### src/rtl/spt_pkg.sv
// Shared types and constants of the SYN probe tracker.
`timescale 1ns / 1ps
package spt_pkg;

	localparam logic [2:0] KIND_PROBE    = 3'd0;
	localparam logic [2:0] KIND_SYNACK   = 3'd1;
	localparam logic [2:0] KIND_RST      = 3'd2;
	localparam logic [2:0] KIND_TIMEOUT  = 3'd3;
	localparam logic [2:0] KIND_FINISHED = 3'd4;

	localparam logic [7:0] FLAG_SYN = 8'h02;
	localparam logic [7:0] FLAG_RST = 8'h04;
	localparam logic [7:0] FLAG_ACK = 8'h10;

	localparam logic [2:0] REG_LOCAL_PORT  = 3'd0;
	localparam logic [2:0] REG_REMOTE_PORT = 3'd1;
	localparam logic [2:0] REG_PROBE_LIMIT = 3'd2;
	localparam logic [2:0] REG_TIMEOUT     = 3'd3;
	localparam logic [2:0] REG_INTERVAL    = 3'd4;

	localparam logic [31:0] SEQ_START = 32'd1000;
	localparam logic [47:0] TIME_MAX  = 48'hFFFF_FFFF_FFFF;
	localparam logic [31:0] COUNT_MAX = 32'hFFFF_FFFF;

	typedef struct packed {
		logic        command;
		logic [47:0] now_ns;
		logic [15:0] src_port;
		logic [15:0] dst_port;
		logic [31:0] ack;
		logic [7:0]  flags;
	} item_t;

	typedef struct packed {
		logic [2:0]  kind;
		logic [31:0] sequence_res;
		logic [47:0] rtt_ns;
		logic [31:0] sent_total;
		logic [31:0] received_total;
		logic [6:0]  loss_percent;
		logic        last;
	} result_t;

endpackage

### src/rtl/spt_front.sv
// Input stage: takes items and drops replies that can never match.
`timescale 1ns / 1ps
module spt_front
	import spt_pkg::*;
(
	input  logic        clk,
	input  logic        arst_n,
	input  logic        s_valid,
	output logic        s_ready,
	input  item_t       s_item,
	input  logic [15:0] local_port,
	input  logic [15:0] remote_port,
	output logic        q_valid,
	input  logic        q_ready,
	output item_t       q_item
);
	logic  valid_s1;
	item_t item_s1;
	logic  keep;

	assign s_ready = !valid_s1 || q_ready;
	assign q_valid = valid_s1;
	assign q_item  = item_s1;
	assign keep = !s_item.command ||
		((s_item.dst_port == local_port) && (s_item.src_port == remote_port) &&
		 (((s_item.flags & FLAG_SYN) != 8'd0 && (s_item.flags & FLAG_ACK) != 8'd0) ||
		  (s_item.flags & FLAG_RST) != 8'd0));

	always_ff @(posedge clk or negedge arst_n) begin
		if (!arst_n) begin
			valid_s1 <= 1'b0;
		end else if (s_ready) begin
			valid_s1 <= s_valid && keep;
		end
	end

	always_ff @(posedge clk) begin
		if (s_ready) item_s1 <= s_item;
	end
endmodule

### config.mk
export PLATFORM = sky130hd
export DESIGN_NAME = spt_front
export DESIGN_NICKNAME = d
export VERILOG_FILES = /design/src/rtl/spt_pkg.sv /design/src/rtl/spt_front.sv
export SDC_FILE = /design/constraint.sdc
export NUM_CORES = 1
export LEC_CHECK = 0
export ABC_AREA = 1
export BUFFER_PORTS_ARGS = -buffer_cell sky130_fd_sc_hd__buf_2
export CORE_AREA = 2 2 108 110
export DETAILED_ROUTE_END_ITERATION = 10
export DIE_AREA = 0 0 110 112
export GPL_TIMING_DRIVEN = 1
export MAX_ROUTING_LAYER = met4
export PLACE_DENSITY = 0.82
export SKIP_CTS_REPAIR_TIMING = 1
export SYNTH_ARGS = -nofsm -noshare
export SYNTH_HDL_FRONTEND = slang
export SYNTH_SLANG_ARGS = --single-unit
### constraint.sdc
create_clock -name clk -period 5.2 [get_ports clk]
set_input_delay 0.78 -clock clk [delete_from_list [all_inputs] [get_ports clk]]
set_output_delay 0.78 -clock clk [all_outputs]
set_load 0.01 [all_outputs]
==> impl_metrics.yaml, run 1 <==
yosys:
  synth_fp_nets: 392
  ys_warn_count: 0
  syn-cell-area_mm2: 0.00419
  synth_cells: 235
  synth-edff-count: 121
  synth.top_cell.area_share: 0.867
  synth_common_cells: "121 x edfxtp_1, 46 x nand2_1, 24 x inv_1, 18 x nor2_1, 12 x xor2_1"
  synth.most_common_cell: "edfxtp_1"
  ys_ff_latch: 122
  ys_async_sr_fraction: 0.00820
  ys.flop_type: "edfxtp_1"
  avgSynthCellArea_um2: 17.8
  synth_area_leader_cell: "edfxtp_1"
  synthTopCellsByArea: "edfxtp_1 87%, nand2_1 4.1%, xor2_1 2.5%"
  yosysUniqueCellTypes: 9
  seq_area_frac_synth: 0.873
grt:
  grtUsageTotal: 0.172
  antenna_found_initial: 0
  grt_overflow: 0
  grt_start_max_net_pins: 63
  grt_pass1_wl_um: 14800
  grt_pass1_vias: 3016
finish:
  fin_util: 0.566
  fill_cells: 905
  antenna_cells: 0
  nets: 691
  syn_to_final_growth_pct: 50.8
  drive_gt1_frac: 0.565
worst_setup_path:
  start_kind: "input pin"
  cp.required_ns: 4.42
  r2r_end: "q_item[19]$_DFFE_PP_"
  worstSetupEndpointType: "output pin"
  r2r_slack_ns: 3.05
  criticalPathCategory: "input pin to output pin"
  worstSetupStartpoint: "q_ready"
  reg2regPathDepth: 2
  worstSetupEndpoint: "s_ready"
  reg2reg_from: "q_valid$_DFFE_PN0P_"
  cp.arrival_ns: 1.74
  path_max_fanout: 62
drt:
  drc: 0
  vias: 3005
  drt_pass1_iterations: 4
  avgViaCountPerCell: 4.36
  wl_per_cell_um: 15.2
  drtIter0Drc: 137
  drt-total-wl_um: 10500
  ant_nets: 0
pwr:
  p_sw_frac: 0.223
  power.leakage_nw: 2.97
  ir_worst_vdd_uv: 168
  power.clock.fraction: 0.425
  p_comb_frac: 0.096
  power_density_mw_per_mm2: 392
  seq_power_share: 0.480
  p_int_w: 0.00193
  power.switching_w: 0.000553
floorplanning:
  dieArea_mm2: 0.0123
  ios: 280
  coreArea_mm2: 0.0112
  start_util: 0.375
  die_y_um: 112
  rows: 39
  die_x_um: 110
cts:
  cts-htree-levels: 4
  cts_sinks: 122
  cts_buffers: 17
  root_buffer: "clkbuf_16"
  cts_tree: "done"
  clock_latency_ns: 0.40
  cts_buffer_depth: 2
  clk_pin_slew_worst_paths_ns: 0.05
sta:
  period_share: 0.485
  slew_violations: 0
  max_freq_ghz: 0.396
  fin_crit_ns: 2.52
  slew-limit-headroom: 0.470
  fin_setup_tns_ns: 0
  hold_violations: 0
  worst_clock_skew_ns: 0.00750
  worst_pin_slew_ns: 0.795
  rsz0062_at_grt: "false"
  final-setup-viol-count: 0
job:
  max_cap_viol_count: 0
place:
  hpwl_um: 8230
  io_buffer_count: 279
  place.gp.congestion: 0.767
status:
  outcome: "finished clean"
min_path:
  hold_class: "input pin to asynchronous set/reset pin"
per-layer routing:
layer | track usage | share of wire | routed length, µm
met1 | 0.177 | 0.36 | 3750
met2 | 0.289 | 0.51 | 5290
met3 | 0.0673 | 0.12 | 1230
met4 | 0.0734 | 0.019 | 194
met5 | - | 0 | 0
state kept, by name, indices dropped and copies added, names as in the netlist:
register / count
q_valid: 1
q_item: 121
per-stage QoR:
step	instance area [µm²]	setup WS (ns)	power, W	hold WS [ns]	cells
floorplan	4190	0.981	0.00130	0.484	235
global placement	5780	2.57	0.00144	0.555	658
detailed placement	5780	2.53	0.00145	0.555	658
CTS	6320	2.65	0.00251	0.125	690
global route	6320	2.56	0.00258	0.124	690
finish	6320	2.68	0.00248	0.141	690
cell usage in the layout (no fill, tap or decap):
cell type	n
nand3_1	4
nand2_4	1
edfxtp_1	121
clkbuf_1	3
a21oi_2	1
clkinv_1	2
clkinv_4	2
nor2_1	18
xor2_1	12
clkinvlp_4	3
nand2_1	45
inv_6	1
bufinv_16	1
xnor2_1	8
clkbuf_16	17
buf_2	279
clkinv_2	3
dfrtp_1	1
inv_1	24
buf_4	1
logic make-up after synthesis:
| kind of cell | count (synthesis) | share of synthesized area |
|---|---|---|
| compound gates | 1 | 0.00209 |
| xor+xnor | 20 | 0.0418 |
| simple gates | 68 | 0.0621 |
| flops | 122 | 0.873 |
| buf+inv | 24 | 0.0215 |
worst min path at each step:
stage | cells past startpoint | from | slack [ns] | endpoint
3_5_place_dp | 1 | arst_n | 0.56 | q_valid$_DFFE_PN0P_
4_1_cts | 1 | arst_n | 0.13 | q_valid$_DFFE_PN0P_
5_1_grt | 1 | arst_n | 0.12 | q_valid$_DFFE_PN0P_
2_1_floorplan | 0 | arst_n | 0.48 | q_valid$_DFFE_PN0P_
6_report | 1 | arst_n | 0.14 | q_valid$_DFFE_PN0P_
3_3_place_gp | 1 | arst_n | 0.56 | q_valid$_DFFE_PN0P_
layout make-up:
class,instances,area [µm²],area share
inverters,24,90.1,0.0143
well taps,143,179,0.0283
clock buffers,20,437,0.0691
repair buffers,280,1400,0.222
multi-input cells,89,452,0.0715
flip-flops and latches,122,3660,0.579
clock inverters,12,101,0.0160
power groups by stage:
stage	clock [W]	sequential, W	combinational (W)
after floorplan	0	0.00126	0.0000444
after global placement	0	0.00121	0.000235
after detailed placement	0	0.00121	0.000241
after CTS	0.00108	0.00119	0.000242
after global routing	0.00112	0.00120	0.000261
final	0.00105	0.00119	0.000237
critical path, stage by stage:
cell and delay [ns]:
buf_2 0.07, inv_1 0.05, nand2_4 0.57, buf_2 0.26
Note: power is estimated with default switching activity, not from simulation.
==> run 2, diff against run 1 <==
- clock period: 5.2 -> 2.5 ns (I/O delays scaled with it)
==> run 2 against run 1 <==
Against the previous run:
- largest power group unchanged
- critical path type is now flop to output pin
- routed wire length grew 0.86%
- sequential share of layout area shrank 0.86 points
- global-route usage grew 0.38 points
- combinational power grew 110%
- final area grew 1.5%
- clock power grew 120%
- core utilization grew 0.85 points
- critical path depth shrank 2
- clock skew grew 0.0015 ns
- flip-flop and latch count is the same
- worst hold slack gained 0.012 ns
- first-iteration DRC count shrank 45%
==> impl_metrics.yaml, run 2 (synthesis gave the netlist of run 1 again) <==
floorplanning:
  coreArea_mm2: 0.0112
  die_x_um: 110
  ios: 280
  dieArea_mm2: 0.0123
  rows: 39
  die_y_um: 112
  start_util: 0.375
worst_setup_path:
  criticalPathCategory: "flop to output pin"
  cp.required_ns: 2.12
  worstSetupEndpointType: "output pin"
  cp.arrival_ns: 1.42
  path_max_fanout: 34
  start_kind: "flop"
sta:
  fin_setup_tns_ns: 0
  worst_clock_skew_ns: 0.00901
  worst_pin_slew_ns: 0.488
  final-setup-viol-count: 0
  hold_violations: 0
  slew_violations: 0
  period_share: 0.717
  slew-limit-headroom: 0.675
  rsz0062_at_grt: "false"
  fin_crit_ns: 1.79
  max_freq_ghz: 0.558
drt:
  drt-total-wl_um: 10600
  vias: 2959
  avgViaCountPerCell: 4.24
  drtIter0Drc: 75
  wl_per_cell_um: 15.1
  ant_nets: 0
  drc: 0
  drt_pass1_iterations: 4
pwr:
  power.total_w: 0.00530
  p_comb_frac: 0.094
  seq_power_share: 0.466
  power.leakage_nw: 3.00
  p_sw_frac: 0.223
  p_int_w: 0.00412
  ir_worst_vdd_uv: 460
  power_density_mw_per_mm2: 826
  power.switching_w: 0.00118
  power.clock.fraction: 0.440
cts:
  cts-htree-levels: 4
  cts_buffers: 17
  cts_sinks: 122
  cts_tree: "done"
  cts_buffer_depth: 2
  clock_latency_ns: 0.40
  root_buffer: "clkbuf_16"
  clk_pin_slew_worst_paths_ns: 0.06
grt:
  grtUsageTotal: 0.176
  grt_start_max_net_pins: 47
  antenna_found_initial: 5
  grt_pass1_wl_um: 15100
  grt_overflow: 0
  grt_pass1_vias: 3021
finish:
  final_cell_area_mm2: 0.00642
  instances_no_fill: 698
  nets: 693
  syn_to_final_growth_pct: 53.0
  final_cell_mix: "279 x buf_2, 121 x edfxtp_1, 45 x nand2_1"
  drive_gt1_frac: 0.570
  largest_register_ffs: 121
  layout_commonest_cell: "buf_2"
job:
  max_cap_viol_count: 0
place:
  hpwl_um: 8520
  place.gp.congestion: 0.729
  place_area_mm2: 0.00582
  io_buffer_count: 279
  placed_cells: 659
status:
  outcome: "finished clean"
min_path:
  hold_class: "input pin to flop"
[run 2: final cells by class]
class | count | area [µm²]
Antenna cell | 6 | 15.0
Multi-Input combinational cell | 89 | 452
Timing Repair Buffer | 282 | 1450
Clock inverter | 15 | 150
Sequential cell | 122 | 3660
Inverter | 24 | 90.1
Tap cell | 143 | 179
Fill cell | 911 | 4760
Clock buffer | 17 | 425
[run 2: stage by stage]
stage	setup slack, ns	hold slack (ns)	util
after floorplan	0.164	0.0794	-
after global placement	0.978	0.151	0.520
after detailed placement	0.921	0.156	0.520
after CTS	0.652	-0.275	0.572
after global routing	0.624	0.123	0.574
final	0.707	0.152	0.574
[run 2: worst max-delay path, stage by stage (launching register included)]
cell	delay [ns]
dfrtp_1	0.41
nand2_4	0.39
buf_2	0.22
[run 2: routing by layer]
| layer | routed length [µm] | global-route usage | vias up |
|---|---|---|---|
| met5 | 0 | - | - |
| met4 | 156 | 0.0574 | 0 |
| met3 | 1180 | 0.0861 | 15 |
| met2 | 5180 | 0.284 | 185 |
| met1 | 4040 | 0.188 | 1316 |
| li1 | - | - | 1443 |
[run 2: worst paths after layout]
kind / from / endpoint / slack, ns / depth (start not counted)
hold / removal: s_item[92] / q_item[92]$_DFFE_PP_ / 0.15 / 1
setup reg to reg: q_valid$_DFFE_PN0P_ / q_item[57]$_DFFE_PP_ / 1.02 / 2
hold reg to reg: q_valid$_DFFE_PN0P_ / q_item[58]$_DFFE_PP_ / 0.95 / 1
setup / recovery: q_valid$_DFFE_PN0P_ / s_ready / 0.71 / 2
max in group asynchronous: arst_n / q_valid$_DFFE_PN0P_ / 2.14 / 2
min in group asynchronous: arst_n / q_valid$_DFFE_PN0P_ / 0.28 / 2
[run 2: power by group through the flow]
| stage | combinational (W) | clock (W) | sequential (W) |
|---|---|---|---|
| 4_1_cts | 0.000508 | 0.00239 | 0.00247 |
| 2_1_floorplan | 0.0000926 | 0 | 0.00261 |
| 3_5_place_dp | 0.000507 | 0 | 0.00251 |
| 5_1_grt | 0.000548 | 0.00250 | 0.00248 |
| 3_3_place_gp | 0.000492 | 0 | 0.00250 |
| 6_report | 0.000499 | 0.00233 | 0.00247 |
