--- config.mk ---
export PLATFORM = sky130hd
export DESIGN_NAME = spt_queue
export DESIGN_NICKNAME = d
export VERILOG_FILES = /design/src/rtl/spt_pkg.sv /design/src/rtl/spt_queue.sv
export SDC_FILE = /design/constraint.sdc
export NUM_CORES = 1
export LEC_CHECK = 0
export BUFFER_PORTS_ARGS = -buffer_cell sky130_fd_sc_hd__buf_2
export CORE_MARGIN = 5
export CORE_UTILIZATION = 55
export CTS_CLUSTER_DIAMETER = 30
export DETAILED_ROUTE_END_ITERATION = 8
export PLACE_DENSITY = 0.83
export SLEW_MARGIN = 15
export SYNTH_ARGS = -nofsm -noshare
export SYNTH_HDL_FRONTEND = slang
export SYNTH_SLANG_ARGS = --single-unit
--- constraint.sdc ---
create_clock -name clk -period 15.2 [get_ports clk]
set_input_delay 1.52 -clock clk [delete_from_list [all_inputs] [get_ports clk]]
set_output_delay 1.52 -clock clk [all_outputs]
set_load 0.01 [all_outputs]
--- src/rtl/spt_pkg.sv ---
// Shared types and constants of the SYN probe tracker.
`timescale 1ns / 1ps
package spt_pkg;

	localparam logic [2:0] KIND_PROBE    = 3'd0;
	localparam logic [2:0] KIND_SYNACK   = 3'd1;
	localparam logic [2:0] KIND_RST      = 3'd2;
	localparam logic [2:0] KIND_TIMEOUT  = 3'd3;
	localparam logic [2:0] KIND_FINISHED = 3'd4;

	localparam logic [7:0] FLAG_SYN = 8'h02;
	localparam logic [7:0] FLAG_RST = 8'h04;
	localparam logic [7:0] FLAG_ACK = 8'h10;

	localparam logic [2:0] REG_LOCAL_PORT  = 3'd0;
	localparam logic [2:0] REG_REMOTE_PORT = 3'd1;
	localparam logic [2:0] REG_PROBE_LIMIT = 3'd2;
	localparam logic [2:0] REG_TIMEOUT     = 3'd3;
	localparam logic [2:0] REG_INTERVAL    = 3'd4;

	localparam logic [31:0] SEQ_START = 32'd1000;
	localparam logic [47:0] TIME_MAX  = 48'hFFFF_FFFF_FFFF;
	localparam logic [31:0] COUNT_MAX = 32'hFFFF_FFFF;

	typedef struct packed {
		logic        command;
		logic [47:0] now_ns;
		logic [15:0] src_port;
		logic [15:0] dst_port;
		logic [31:0] ack;
		logic [7:0]  flags;
	} item_t;

	typedef struct packed {
		logic [2:0]  kind;
		logic [31:0] sequence_res;
		logic [47:0] rtt_ns;
		logic [31:0] sent_total;
		logic [31:0] received_total;
		logic [6:0]  loss_percent;
		logic        last;
	} result_t;

endpackage

--- src/rtl/spt_queue.sv ---
// Short item queue between the front and the back of the tracker.
`timescale 1ns / 1ps
module spt_queue
	import spt_pkg::*;
(
	input  logic  clk,
	input  logic  arst_n,
	input  logic  in_valid,
	output logic  in_ready,
	input  item_t in_item,
	output logic  out_valid,
	input  logic  out_ready,
	output item_t out_item
);
	item_t      mem_q [2];
	logic       wr_q, rd_q;
	logic [1:0] cnt_q;
	logic       push, pop;

	assign in_ready  = cnt_q != 2'd2;
	assign out_valid = cnt_q != 2'd0;
	assign out_item  = mem_q[rd_q];
	assign push = in_valid && in_ready;
	assign pop  = out_valid && out_ready;

	always_ff @(posedge clk) begin
		if (push) mem_q[wr_q] <= in_item;
	end

	always_ff @(posedge clk or negedge arst_n) begin
		if (!arst_n) begin
			wr_q <= 1'b0;
			rd_q <= 1'b0;
			cnt_q <= 2'd0;
		end else begin
			if (push) wr_q <= ~wr_q;
			if (pop) rd_q <= ~rd_q;
			cnt_q <= cnt_q + {1'b0, push} - {1'b0, pop};
		end
	end
endmodule

==> flow_summary.ini, run 1 <==
[sta]
rsz0062_at_grt = false
maxSlewHeadroom = 0.2265
post-route-period-util = 0.3019
worst_slew_pin_slew_ps = 1160
holdWs_ps = 542.7
finalCriticalPeriod_ps = 4589
clock.fmax_mhz = 217.9
hold_viol = 0
fin_ws_ps = 10610
setup_viol = 0
fin_tns_setup_ps = 0
skew_ps = 14.13
slew_viol_final = 0

[routing]
via_per_inst = 5.064
wl_um = 18120
drc = 0
initialDrtViolationCount = 264
first_pass_iters = 4
wl_per_cell_um = 19.57
ant_nets = 0
via_count = 4689

[finish]
regArea_um2 = 7371
fin_util = 0.7276
post-route-cell-area_um2 = 12020
final_net_count = 801
multi_input_area_um2 = 1768
fill_cells = 1025
drive_gt1_frac = 0.6275
antenna_cells = 0
syn_to_final_growth_pct = 29.81
layoutNonFillerInstCount = 926

[setup_path]
startpoint_type = flip-flop
cp_max_fo = 73
cp.required_ps = 13680
critPathCaptureType = primary output
max_stage_delay_ps = 1130
arrival_ps = 3070
critPathKind = reg -> out
r2r_setup_slack_ps = 12740
path_cells = buf_4, mux2_4, buf_2
crit_slowest_cell = dfrtp_4

[cts]
root_buffer = clkbuf_16
cts_hold_buf = 0
cts_made_buffers = 41
clkLatencyLatePin_ps = 510
cts_buffer_depth = 3
tritoncts = done
clkTransAtPathRegs_ps = 50
cts_resized = 0
cts_max_level = 2
cts_num_sinks = 246
postCtsSetupBuffers = 0

[die]
start_util = 0.5605
die_h_um = 139.8
rows = 47
coreArea_um2 = 16520
dieArea_um2 = 19540
die_w_um = 139.8
ios = 248

[synthesis]
yosys_warnings = 0
synth_edf_count = 242
ys_seq_area_frac = 0.7954
syn_inst = 394
synthArstFlopShare = 0.01626
ys_seq_elements = 246
synthTopCellsByCount = 242 x edfxtp_1, 80 x mux2_4, 41 x mux2_2
synth_top_area_share = 0.7845
synth_fp_nets = 521
synth_most_common_cell = edfxtp_1
syn-mean-instance-area_um2 = 23.51
synth_largest_area_cell = edfxtp_1
synth_cell_types = 17
syn_area_um2 = 9263
synth_ff_type = edfxtp_1
synth.area.top_cells = edfxtp_1 78%, mux2_4 13%, mux2_2 5.0%, buf_6 1.1%, dfrtp_1 1.1%

[global_route]
grt_overflow_total = 0
groute.usage.overall = 0.1819
grt_start_max_net_pins = 74
antenna_found_initial = 1
grt_pass1_vias = 5244
grt_pass1_wl_um = 27620

[pwr]
power_mw = 2.549
p_seq_frac = 0.398
cellLeakagePower_nw = 4.792
comb_power_share = 0.260
powerDensity_nw_per_um2 = 212.0
ir_worst_vdd_uv = 148.7
clkPwrFrac = 0.342
switching_share = 0.2786
power_switching_uw = 710.2
p_int_mw = 1.839

[worst_hold_path]
min_path_type = reg -> reg

[placed_design]
io_buffers = 247
dp_hpwl_um = 11760
dpl_worst_slack_ps = 11040
gp_congestion = 0.7595
dp.cells = 851
place_area_um2 = 10680

[run]
drv_cap = 0

[run_status]
status = completed
[flip-flops by register name, indices dropped and copies added (netlist names)]
name / count
cnt_q: 2
rd_q: 1
mem_q: 242
wr_q: 1
[cells in the final DEF, fill, tap and decap left out, types with 2 or more instances in the layout]
master	count
mux2_4	80
clkinv_1	3
inv_6	4
clkinvlp_4	5
clkinv_4	7
mux2_2	41
clkbuf_1	5
dfrtp_1	3
clkinv_2	6
edfxtp_1	242
bufinv_16	4
buf_4	4
xnor2_1	3
ha_1	2
buf_2	247
clkbuf_16	41
[area by class of cell]
class / count / share of cell area
clock inverter: 29 / 0.02456
timing repair buffer: 251 / 0.1053
sequential: 246 / 0.6130
multi-input combinational: 133 / 0.1470
tap: 220 / 0.02289
clock buffer: 46 / 0.08689
inverter: 1 / 0.0003122
[cells by family after synthesis]
kind of cell / after synthesis / synth area share
adder cells (fa/ha/maj): 2 / 0.002701
XOR/XNOR: 4 / 0.003783
buffers and inverters: 15 / 0.01513
multiplexers: 121 / 0.1795
AND/OR/NAND/NOR: 6 / 0.003513
flip-flops: 246 / 0.7954
[worst max-delay path, delay by kind of cell (launching register included)]
family | cells | cell delay, ps
flip-flops | 1 | 1130
buffers and inverters | 2 | 980
multiplexers | 1 | 360
[routing by layer]
layer,share of wire,track usage,routed length [um]
met3,0.092,0.06312,1664
met2,0.52,0.3170,9486
met4,0.021,0.06884,389
met5,0.00039,0,7
met1,0.36,0.2071,6576
[path summary, 6_finish.rpt]
| kind | endpoint | cells past startpoint | from |
|---|---|---|---|
| worst max-delay path | out_item[58] | 3 | rd_q$_DFFE_PN0P_ |
| worst min-delay path | cnt_q[0]$_DFF_PN0_ | 1 | cnt_q[0]$_DFF_PN0_ |
| worst max register to register | mem_q[1][44]$_DFFE_PP_ | 3 | cnt_q[1]$_DFF_PN0_ |
| worst min register to register | cnt_q[0]$_DFF_PN0_ | 1 | cnt_q[0]$_DFF_PN0_ |
| max in group asynchronous | rd_q$_DFFE_PN0P_ | 1 | arst_n |
| min in group asynchronous | rd_q$_DFFE_PN0P_ | 1 | arst_n |
[power by group through the flow]
| stage | clock, mW | sequential (mW) | combinational [mW] |
|---|---|---|---|
| after global routing | 0.927 | 1.03 | 0.709 |
| final | 0.871 | 1.01 | 0.664 |
| after detailed placement | 0 | 1.03 | 0.669 |
| after CTS | 0.889 | 1.02 | 0.675 |
| after floorplan | 0 | 0.992 | 0.495 |
| after global placement | 0 | 1.01 | 0.654 |
Note: power is estimated with default switching activity, not from simulation.
==> run 2: changes to the inputs <==
Settings changed: ABC_AREA set to 1, CORE_UTILIZATION 55 to 47, PLACE_DENSITY 0.83 to 0.76.
Clock period 15.2 ns to 3.7 ns, I/O delays scaled along.
==> run 2 against run 1 <==
Effect of this change:
- core utilization shrank 8.9 points
- largest cell class unchanged
- global-route usage shrank 0.77 points
- clock-buffer cell count grew 6
- first-iteration DRC count shrank 8.7%
- critical endpoint is now out_item[98]
- combinational power grew to 4.1 times the previous value
- worst hold slack lost 500 ps
- non-clock buffer count grew 3
==> flow_summary.ini, run 2 <==
[synthesis]
yosys_warnings = 0
synth_edf_count = 242
syn-mean-instance-area_um2 = 13.65
ys_seq_area_frac = 0.8130
synth_top_area_share = 0.8020
synthArstFlopShare = 0.01626
syn_area_um2 = 9061
synth_cell_types = 11
ys_seq_elements = 246
synth_fp_nets = 791
synthTopCellsByCount = 376 x nand2_1, 242 x edfxtp_1, 15 x buf_2
syn_inst = 664
synth.area.top_cells = edfxtp_1 80%, nand2_1 16%, buf_6 1.2%, dfrtp_1 1.1%, buf_2 0.83%
synth_most_common_cell = nand2_1
synth_largest_area_cell = edfxtp_1
synth_ff_type = edfxtp_1

[placed_design]
io_buffers = 247
gp_congestion = 0.7507
place_area_um2 = 10500
dp_hpwl_um = 11990

[setup_path]
critPathKind = reg -> out
path_cells = inv_4, buf_12, nand2_1, nand2_1, buf_2
cpMostUsedCell = nand2_1
cp.required_ps = 3330
cp-endpoint = out_item[98]
r2r_setup_slack_ps = 1670
arrival_ps = 2620
r2r_cells = 4
startpoint_type = flip-flop
max_stage_delay_ps = 710
critical_path_cell_count = 5
crit_path_start = rd_q$_DFFE_PN0P_
critPathBufInv = 3
crit_slowest_cell = dfrtp_4
cp_max_fo = 62
reg2reg_to = rd_q$_DFFE_PN0P_
worstReg2RegStart = rd_q$_DFFE_PN0P_
crit_family = buffers and inverters
critPathCaptureType = primary output

[cts]
cts_buffer_depth = 3
clkTransAtPathRegs_ps = 50
clkLatencyLatePin_ps = 510
root_buffer = clkbuf_16
tritoncts = done
cts_num_sinks = 246
cts_max_level = 2
postCtsSetupBuffers = 0
cts_hold_buf = 1
cts_made_buffers = 45
cts_resized = 0

[pwr]
cellLeakagePower_nw = 5.238
ir_worst_vdd_uv = 497.7
power_mw = 10.76
powerDensity_nw_per_um2 = 894.3

[sta]
maxSlewHeadroom = 0.4389
fin_tns_setup_ps = 0
worst_slew_pin_slew_ps = 841.7
slew_viol_final = 0
clock.fmax_mhz = 334.7
rsz0062_at_grt = false
setup_viol = 0
hold_viol = 0
skew_ps = 12.48
post-route-period-util = 0.8076
finalCriticalPeriod_ps = 2988

[die]
die_h_um = 148.9
start_util = 0.4812
coreArea_um2 = 18830
dieArea_um2 = 22160
rows = 50
die_w_um = 148.9
ios = 248

[finish]
antenna_cells = 0
syn_to_final_growth_pct = 32.82
final_common_cell = nand2_1
drive_gt1_frac = 0.3347
post-route-cell-area_um2 = 12040
final_net_count = 1065
fill_cells = 1394
largest_register_ffs = 242
regMostFlops = mem_q
final_cell_mix = 376 x nand2_1, 247 x buf_2, 242 x edfxtp_1
top_regs = mem_q (242), cnt_q (2)

[global_route]
groute.usage.overall = 0.1742
grt_use_met2 = 0.2987
grt_use_met3 = 0.05318
busiest_layer = met2
grt_overflow_total = 0
grt_pass1_vias = 5981
grt_pass1_wl_um = 30310
grt_start_max_net_pins = 65
use_met1 = 0.2041
antenna_found_initial = 2

[routing]
drc = 0
via_count = 5728
first_pass_iters = 4
ant_nets = 0
initialDrtViolationCount = 241
wl_um = 19230
wl_per_cell_um = 15.58
via_per_inst = 4.642

[worst_hold_path]
min_path_type = in -> reg
min_delay_path_depth = 1

[run]
drv_cap = 0

[run_status]
status = completed
-- run 2: cell types whose count changed in the layout (fill, tap and decap cells not counted), sizes merged, moves of 2 or more --
cell | previous run | this run
bufinv | 4 | 6
xnor2 | 3 | 0
clkbuf | 46 | 52
buf | 251 | 253
nand2 | 1 | 376
inv | 5 | 10
nand3 | 0 | 3
clkinv | 16 | 20
mux2 | 121 | 0
-- run 2: kinds of logic (layout without fill, tap and decap cells) --
| logic type | count (synthesis) | count (layout) | share of synthesized area |
|---|---|---|---|
| simple gates | 380 | 380 | 0.1578 |
| buf+inv | 36 | 346 | 0.02637 |
| fa+ha+maj | 2 | 2 | 0.002761 |
| flops | 246 | 246 | 0.8130 |
-- run 2: worst reg2reg max path: cells and delay by family (launching register included) --
kind	cells	cell delay (ps)
buffers and inverters	2	1020
flip-flops	1	710
AND/OR/NAND/NOR	2	230
-- run 2: through the flow --
stage	cells	setup WS [ps]	hold slack (ps)	utilization
3_3_place_gp	1150	1246	183.3	0.5578
6_report	1234	712.0	43.93	0.6391
5_1_grt	1234	533.5	19.00	0.6391
3_5_place_dp	1150	1249	182.7	0.5578
4_1_cts	1234	683.6	23.36	0.6391
2_1_floorplan	664	251.7	74.41	-
-- run 2: report_power, final --
part	leakage (nW)	switching, mW	total [mW]	internal [mW]
Sequential	2.30	0.234	4.05	3.81
Clock	0.733	1.27	3.99	2.72
Combinational	2.21	1.84	2.73	0.891
Total	5.24	3.34	10.8	7.42
-- run 2: per-layer routing --
| metal | wire length (um) | share of wire |
|---|---|---|
| met4 | 403 | 0.021 |
| met1 | 7497 | 0.39 |
| met5 | 32 | 0.0017 |
| met3 | 1509 | 0.078 |
| met2 | 9787 | 0.51 |
-- run 2: worst min path at each step --
stage	startpoint	slack (ps)	endpoint
2_1_floorplan	arst_n	70	cnt_q[0]$_DFF_PN0_
3_3_place_gp	arst_n	180	rd_q$_DFFE_PN0P_
3_5_place_dp	arst_n	180	rd_q$_DFFE_PN0P_
4_1_cts	in_item[88]	20	mem_q[1][88]$_DFFE_PP_
5_1_grt	in_item[84]	20	mem_q[1][84]$_DFFE_PP_
6_report	in_item[92]	40	mem_q[0][92]$_DFFE_PP_
-- run 2: cell type report --
class                           count  area (um2)  share of cell area
Multi-Input combinational cell    382        1463              0.1215
Tap cell                          260       325.3             0.02703
Clock inverter                     31       326.6             0.02713
Sequential cell                   246        7371              0.6124
Timing Repair Buffer              254        1316              0.1094
Inverter                            9       38.79            0.003223
Clock buffer                       52        1195             0.09928
